$ cat src/hw/rtl/pvrs_pkg.sv
`default_nettype none
package pvrs_pkg;

  localparam int unsigned KIND_W     = 3;
  localparam int unsigned IDX_W      = 6;
  localparam int unsigned ROW_W      = 64;
  localparam int unsigned WIN_W      = 16;
  localparam int unsigned DEG_W      = 6;
  localparam int unsigned RIDX_W     = 4;
  localparam int unsigned CNT_W      = 7;
  localparam int unsigned CFG_IDX_W  = 2;
  localparam int unsigned CFG_DATA_W = 7;
  localparam int unsigned VCNT_W     = 7;
  localparam int unsigned CCNT_W     = 5;
  localparam int unsigned CRIT_W     = 2;

  typedef enum logic [KIND_W-1:0] {
    KIND_ADJ    = 3'd0,
    KIND_VERTEX = 3'd1,
    KIND_CLASS  = 3'd2,
    KIND_POOL   = 3'd3,
    KIND_RUN    = 3'd4
  } kind_e;

  typedef enum logic [CFG_IDX_W-1:0] {
    CFG_VCOUNT    = 2'd0,
    CFG_CCOUNT    = 2'd1,
    CFG_CRITERION = 2'd2
  } cfg_idx_e;

  typedef enum logic [CRIT_W-1:0] {
    CRIT_WEIGHT = 2'd0,
    CRIT_DEGREE = 2'd1,
    CRIT_NONE   = 2'd2
  } crit_e;

  localparam logic ROW_CLASS = 1'b0;
  localparam logic ROW_POOL  = 1'b1;

  localparam logic [VCNT_W-1:0] VCOUNT_RESET = 7'd64;
  localparam logic [CCNT_W-1:0] CCOUNT_RESET = 5'd16;

  // Control of the shared accumulate/compare unit.
  typedef struct packed {
    logic clr;
    logic add;
  } acc_ctl_t;

endpackage
`default_nettype wire

$ cat src/hw/rtl/pvrs_accum.sv
`default_nettype none
module pvrs_accum
  import pvrs_pkg::*;
#(
  parameter int unsigned SW = 23
) (
  input  wire logic          clk_i,
  input  wire logic          rst_ni,
  input  wire acc_ctl_t      ctl_i,
  input  wire logic [SW-1:0] addend_i,
  input  wire logic [SW-1:0] own_i,
  output logic      [SW-1:0] sum_o,
  output logic               lt_o
);

  logic [SW-1:0] sum_q, sum_d;

  always_comb begin
    sum_d = sum_q;
    if (ctl_i.clr) begin
      sum_d = '0;
    end else if (ctl_i.add) begin
      sum_d = sum_q + addend_i;
    end
  end

  always_ff @(posedge clk_i or negedge rst_ni) begin
    if (!rst_ni) begin
      sum_q <= '0;
    end else begin
      sum_q <= sum_d;
    end
  end

  assign sum_o = sum_q;
  assign lt_o  = (sum_q < own_i);

endmodule
`default_nettype wire
$ cat config.mk
export PLATFORM = sky130hd
export DESIGN_NAME = pvrs_accum
export DESIGN_NICKNAME = d
export VERILOG_FILES = /design/src/hw/rtl/pvrs_pkg.sv /design/src/hw/rtl/pvrs_accum.sv
export SDC_FILE = /design/constraint.sdc
export NUM_CORES = 1
export LEC_CHECK = 0
export ABC_CLOCK_PERIOD_IN_PS = 2700
export BUFFER_PORTS_ARGS = -buffer_cell sky130_fd_sc_hd__clkbuf_2
export CAP_MARGIN = 25
export CORE_ASPECT_RATIO = 1.5
export CORE_MARGIN = 4
export CORE_UTILIZATION = 45
export CTS_BUF_LIST = sky130_fd_sc_hd__clkbuf_4
export DETAILED_ROUTE_END_ITERATION = 8
export PLACE_DENSITY = 0.81
export SLEW_MARGIN = 20
export SYNTH_ARGS = -nofsm -noshare
export SYNTH_HDL_FRONTEND = slang
export SYNTH_SLANG_ARGS = --single-unit
$ cat constraint.sdc
create_clock -name clk_i -period 2.7 [get_ports clk_i]
set_input_delay 0.27 -clock clk_i [delete_from_list [all_inputs] [get_ports clk_i]]
set_output_delay 0.27 -clock clk_i [all_outputs]
set_load 0.01 [all_outputs]
## After elaboration in Yosys (flattened, before gate mapping)

Index checks and enable logic that the tools add are counted.

- Flip-flop bits (word level): 23
- Word-level logic and storage cells: 6

- $add $sub $neg: 1
- Order comparisons: 1
- Mux-type cells: 2
- Reductions and logical operators: 1

Operators by type and width:

| cell | number |
|---|---|
| $mux W23 | 2 |
| $add A23 B23 Y23 | 1 |
| $lt A23 B23 Y1 | 1 |
| $reduce_bool A2 Y1 | 1 |

## Logic depth before layout (Yosys ltp)

Gate-level depths: netlist (run 1).

- Word-level depth: 3
- Depth in mapped cells: 9
- Gate-level depth less buffers: 9

## Worst setup path after synthesis (run 1)

OpenSTA, ideal clock, no wires.

- Kind: register -> register
- Start point: reg sum_q[0] (netlist: sum_o[0])
- End point: reg sum_q[22] (netlist: sum_o[22])
- Data arrival time: 2.658 ns
- Slack: -0.085 ns
- Cell stages (with the launch flop): 10
- Buffers on the path: 0
- Cell sequence: dfrtp_1 ha_1 fa_1 a21o_1 a221o_1 a31oi_4 o211ai_2 a211oi_2 mux2i_1 mux2_1

- Cells in the longest elaborated chain, start to end: 3

Ends and longest elaborated chain:

| item | RTL line | text |
|---|---|---|
| from (decl) | pvrs_accum.sv:16 | `logic [SW-1:0] sum_q, sum_d;` |
| from (signal assigned) | pvrs_accum.sv:31 | `sum_q <= sum_d;` |
| $add A23 B23 Y23 | pvrs_accum.sv:23 | `sum_d = sum_q + addend_i;` |
| $mux W23 | pvrs_accum.sv:22 | `end else if (ctl_i.add) begin` |
| $mux W23 | pvrs_accum.sv:20 | `if (ctl_i.clr) begin` |

Every way passes these cells. The select of a mux whose other input is x is not followed.
A chain may end at the register's enable or synchronous reset.

## Worst setup path after layout (run 1)

Ends and elaborated chain as after synthesis.

==> run metrics, run 1 <==
largest cells by area after synthesis=dfrtp_1 22%, ha_1 21%, a21oi_1 5.9%; total power divided by cell area=485 mW/mm²; TritonCTS clock tree=done; worst-path fanout max=2; DRC viols=0; Worst R2R End=sum_o[22]; CP endpoint kind=flop; worst r2r src=sum_o[0]; initial DRC count=about 130; Synth Register Bits=23; Rel. slew slack=0.575; # fillers=518; H-tree levels=1; skew final=0.0150 ns; Post-Syn Area=0.00264 mm²; Placed Area=0.00311 mm²; shortest period the worst path allows=2.67 ns; WP data arrival=2.93 ns; DRT Pass-1 Iters=4; Cells after Synth=319; actual slew at the worst max-slew pin=0.638 ns; sequential element share of the synthesized area=0.218; first-pass GRT wire length=12200 µm; CTS root buf=clkbuf_4; Synthesis Warnings=0; # clock sinks=23; Detail Placement HPWL=6290 µm; worst vdd ir=0.255 mV; Hold Violations, Final=0; initial antenna violation count=0; DIE AREA=0.00719 mm²; area share of and/or/nand/nor cells after synthesis=0.172; number of synthesized flops with an enable pin=0; Final GP Congestion=between 0.9 and 1; grt total ovfl=0; total power=1.55 mW; async set or reset register ratio after synthesis=1.00; largest family of logic cells by synthesized area=compound AO/OA/AOI/OAI gates; Worst Reg-to-Reg Cells=9; syn avg cell area=between 8 and 9 µm²; vias=approximately 2700; clock slew at reported path FFs=0.16 ns; Worst Hold Class=input pin to flop; max FFs per register=23; area share of the largest cell type after synthesis=0.218; starting density of the core=0.474; final WL=7680 µm; GRT Total Usage=0.212; mux cell area share after synthesis=0.0384; Hold EP=sum_o[7]; Fmax=375 MHz; Synth Area in XOR/XNOR=0.0431; Core ar.=around 0.0056 mm²; share of layout cells above drive strength 1=0.265; hold path start=ctl_i[0]; adder-cell share of the synthesized area=0.216; final setup violation count=0; Vias/cell=5.75; max_cap viols=0; Std-Cell Rows=33; reg2reg setup slack=about 0.033 ns; design area=roughly 0.0032 mm²; Yosys top cell by area=dfrtp_1; DR WL/cell=16.3 µm; DP Worst Slack=-0.0338 ns; startpoint type of the worst setup path=flop; die height=102 µm; Num CTS Buffers=3; # IOs=74; CP Class=flop to flop; Net Count, Synth=414; Leak=1.78 nW; Bufs on Longest Clock Path=2; Nets=between 400 and 500; predominant post-synthesis flop cell=dfrtp_1; worst skew pair latency=0.35 ns; largest net degree at the start of global routing=30; fin. max-slew vios=0; chip width=70.6 µm; Unique masters post-synth=52; input/output buffers=73; vias in the first global route=2755; Area Overhead vs Synth=21.3%; fin cells=470; final period utilization=0.988; Diodes inserted=0; Synth Area in Compound Gates=0.252; RSZ-0062 raised after global routing=true; status=complete, no violations; Req. time, crit path=2.96 ns; dpl cells=462; Post-DRT Antenna Nets=0; Hold Path Depth=3; worst setup margin=0.0331 ns
cells in the final DEF, fill, tap and decap left out, types with 3 or more instances in the layout:
| cell type | n |
|---|---|
| nor3_1 | 6 |
| nand3_1 | 4 |
| mux2i_1 | 9 |
| clkbuf_2 | 72 |
| nor2_1 | 30 |
| nor4_1 | 5 |
| xnor2_1 | 8 |
| nand2_1 | 25 |
| dfrtp_1 | 22 |
| o21a_1 | 3 |
| ha_1 | 42 |
| clkbuf_4 | 3 |
| xor2_1 | 5 |
| nand3b_1 | 4 |
| a21o_1 | 19 |
| a21oi_1 | 30 |
| buf_4 | 12 |
| a211oi_1 | 5 |
| o21bai_1 | 3 |
| o211ai_1 | 5 |
| inv_1 | 28 |
| nand4_1 | 4 |
| o31ai_1 | 4 |
| o21ai_0 | 9 |
per-layer routing:
| layer | track usage | routed length, µm | vias to the layer above |
|---|---|---|---|
| li1 | - | - | 1316 |
| met4 | 0.0970 | 274 | 0 |
| met1 | 0.228 | 2930 | 1265 |
| met2 | 0.411 | 4050 | 99 |
| met5 | 0 | 0 | - |
| met3 | 0.0236 | 424 | 24 |
cell usage after synthesis, types with 2 or more instances:
cell / number
ha_1: 44
a21oi_1: 31
nor2_1: 30
inv_1: 28
nand2_1: 25
dfrtp_1: 23
a21o_1: 19
o21ai_0: 10
mux2i_1: 9
xnor2_1: 8
a211oi_1: 6
nor3_1: 6
clkbuf_1: 5
nor4_1: 5
o211ai_1: 5
xor2_1: 5
nand3_1: 4
nand3b_1: 4
nand4_1: 4
o31ai_1: 4
o21a_1: 3
o21bai_1: 3
a21boi_0: 2
a221o_1: 2
a22o_1: 2
and2_2: 2
and2b_2: 2
nor2b_1: 2
o2bb2ai_1: 2
o311ai_0: 2
how the worst max path moves through the flow:
stage | start | end | slack (ns) | cells past startpoint
floorplan | sum_o[0] | sum_o[22] | 0.01 | 9
global placement | sum_o[0] | sum_o[22] | 0.04 | 9
finish | sum_o[0] | sum_o[22] | 0.03 | 9
CTS | sum_o[0] | sum_o[22] | -0.03 | 9
global route | sum_o[0] | sum_o[22] | -0.07 | 9
detailed placement | sum_o[0] | sum_o[22] | -0.03 | 9
cell type report:
| type | instances | area, µm² | share of cell area |
|---|---|---|---|
| tap | 70 | 87.6 | 0.0273 |
| inverter | 29 | 109 | 0.0340 |
| multi-input combinational | 258 | 1940 | 0.604 |
| timing repair buffer | 86 | 465 | 0.145 |
| sequential | 23 | 577 | 0.180 |
| clock inverter | 1 | 7.51 | 0.00234 |
| clock buffer | 3 | 22.5 | 0.00703 |
kinds of logic (layout without fill, tap and decap cells):
| logic type | Yosys count | after routing |
|---|---|---|
| AO/OA/AOI/OAI | 97 | 97 |
| XOR/XNOR | 13 | 13 |
| adder cells (fa/ha/maj) | 45 | 45 |
| buffers and inverters | 38 | 119 |
| flip-flops | 23 | 23 |
| multiplexers | 10 | 10 |
| AND/OR/NAND/NOR | 93 | 93 |
power by group:
| group | total (mW) | switching, mW | internal (mW) | leakage, nW |
|---|---|---|---|---|
| Clock | 0.192 | 0.135 | 0.0570 | 0.0139 |
| Sequential | 0.462 | 0.0688 | 0.393 | 0.303 |
| Combinational | 0.900 | 0.500 | 0.399 | 1.46 |
worst max-delay path: stages (launching register included):
cell	delay, ns
dfrtp_1	0.42
ha_2	0.19
fa_2	0.34
a21o_1	0.19
a221o_1	0.36
a31oi_4	0.18
o211ai_2	0.11
a211oi_2	0.22
mux2i_1	0.25
mux2_1	0.33
per-stage QoR:
| stage | utilization | TNS, ns | hold WS, ns |
|---|---|---|---|
| after CTS | 0.571 | -0.0279 | 0.254 |
| after global placement | 0.558 | 0 | 0.306 |
| after detailed placement | 0.558 | -0.0338 | 0.314 |
| final | 0.575 | 0 | 0.258 |
| after floorplan | - | 0 | -0.0256 |
| after global routing | 0.575 | -0.115 | 0.310 |
timing repair:
item / CTS / global route
setup endpoints to repair: 2 / 4
pin swaps: 6 / 11
setup buffers: 3 / 0
gates cloned: 0 / 0
resized for setup: 2 / 7
hold buffers: 1 / 0
endpoints found under the hold margin: 23 / 0
(Power assumes the default switching activity.)
==> run 2, diff against run 1 <==
--- a/config.mk
+++ b/config.mk
@@ -14,6 +14,7 @@
 export CTS_BUF_LIST = sky130_fd_sc_hd__clkbuf_4
 export DETAILED_ROUTE_END_ITERATION = 8
 export PLACE_DENSITY = 0.81
+export SETUP_SLACK_MARGIN = 0.05
 export SLEW_MARGIN = 20
 export SYNTH_ARGS = -nofsm -noshare
 export SYNTH_HDL_FRONTEND = slang
==> run metrics, run 2 (synthesis gave the netlist of run 1 again) <==
status=finished, violations left; violated checks=negative setup slack; shortest period the worst path allows=2.73 ns; Post-DRT Antenna Nets=0; DIE AREA=~0.0072 mm²; Core ar.=0.00557 mm²; CP endpoint kind=flop; final setup violation count=1; Worst Hold Class=input pin to flop; fin. max-slew vios=0; vias in the first global route=2603; worst setup margin=-0.0262 ns; met2 wire length=roughly 3500 µm; Vias/cell=roughly 5.5; Top Layer Used=met4; most frequent cells in the layout=72 x clkbuf_2, 43 x ha_1, 30 x nor2_1; RSZ-0062 raised after global routing=true; Total Neg Setup Slack=-0.0262 ns; Final GP Congestion=approximately 0.94; share of layout cells above drive strength 1=0.269; Hold Violations, Final=0; die height=102 µm; Std-Cell Rows=33; # clock sinks=23; final WL=6910 µm; Core Util, Final=0.574; Area Overhead vs Synth=21.0%; initial DRC count=70; actual slew at the worst max-slew pin=0.608 ns; commonest non-fill, non-tap cell in the layout=clkbuf_2; initial antenna violation count=0; met1 wire length=2940 µm; met3 routed WL=275 µm; Leak=1.77 nW; Detail Placement HPWL=5750 µm; DRT Pass-1 Iters=4; Req. time, crit path=2.90 ns; total power=1.52 mW; Bufs on Longest Clock Path=2; total power divided by cell area=474 mW/mm²; first-pass GRT wire length=~12000 µm; DR WL/cell=14.8 µm; max FFs per register=23; dpl cells=460; H-tree levels=1; # IOs=74; GRT Total Usage=0.195; max_cap viols=0; starting density of the core=0.474; Nets=between 400 and 500; CP Class=flop to flop; Fmax=367 MHz; input/output buffers=73; WP data arrival=2.92 ns; chip width=70.6 µm; Rel. slew slack=0.595; TritonCTS clock tree=done; CTS root buf=clkbuf_4; startpoint type of the worst setup path=flop; worst vdd ir=0.211 mV; DP Worst Slack=-0.0526 ns; vias=2586; grt total ovfl=0; Diodes inserted=0; final period utilization=1.01; worst skew pair latency=0.31 ns; Num CTS Buffers=3; fin cells=between 400 and 500; worst-path fanout max=2; skew final=0.0142 ns; DRC viols=0; largest net degree at the start of global routing=30; clock slew at reported path FFs=0.12 ns
## run 2: repair_timing
action,in CTS,in global routing
gates resized for setup,1,9
buffers inserted,1,3
endpoints found under the setup margin,2,7
pin swaps,3,10
hold buffers,1,0
hold endpoints to repair,23,0
## run 2: layout make-up
cell class | count | area, µm²
clock buffer | 4 | 30.0
timing repair buffer | 84 | 450
tap | 70 | 87.6
fill | 517 | 2380
inverter | 29 | 109
sequential | 23 | 576
multi-input combinational | 258 | 1950
## run 2: final timing paths
check,from,end,slack (ns),depth (start not counted)
worst max register to register,sum_o[0],sum_o[22],-0.03,9
worst min-delay path,addend_i[0],sum_o[0],0.39,4
min in group asynchronous,rst_ni,sum_o[7],0.48,2
max in group asynchronous,rst_ni,sum_o[21],1.80,2
worst min register to register,sum_o[7],sum_o[7],0.60,2
worst max-delay path,sum_o[0],sum_o[22],-0.03,9
## run 2: through the flow
stage / hold slack, ns / cell area (µm²)
floorplan: -0.0256 / 2650
global placement: 0.300 / 3100
detailed placement: 0.307 / 3100
CTS: 0.382 / 3150
global route: 0.423 / 3200
finish: 0.394 / 3200
## run 2: critical path, cell delays in order (launching register included)
cell      delay (ns)
dfrtp_1         0.40
ha_2            0.19
fa_2            0.34
a21o_1          0.18
a221o_1         0.36
a31oi_4         0.20
o211ai_2        0.12
a211oi_2        0.27
mux2i_1         0.24
mux2_1          0.33
## run 2: where the power goes
group          internal [mW]  total, mW  switching (mW)
logic                  0.401      0.886           0.485
registers              0.393      0.458          0.0653
clock network         0.0676      0.172           0.104
total                  0.861       1.52           0.655
## run 2: routing by layer
metal | vias up | global-route usage
li1 | 1311 | -
met1 | 1192 | 0.240
met2 | 71 | 0.354
met3 | 12 | 0.0148
met4 | 0 | 0.0724
met5 | - | 0
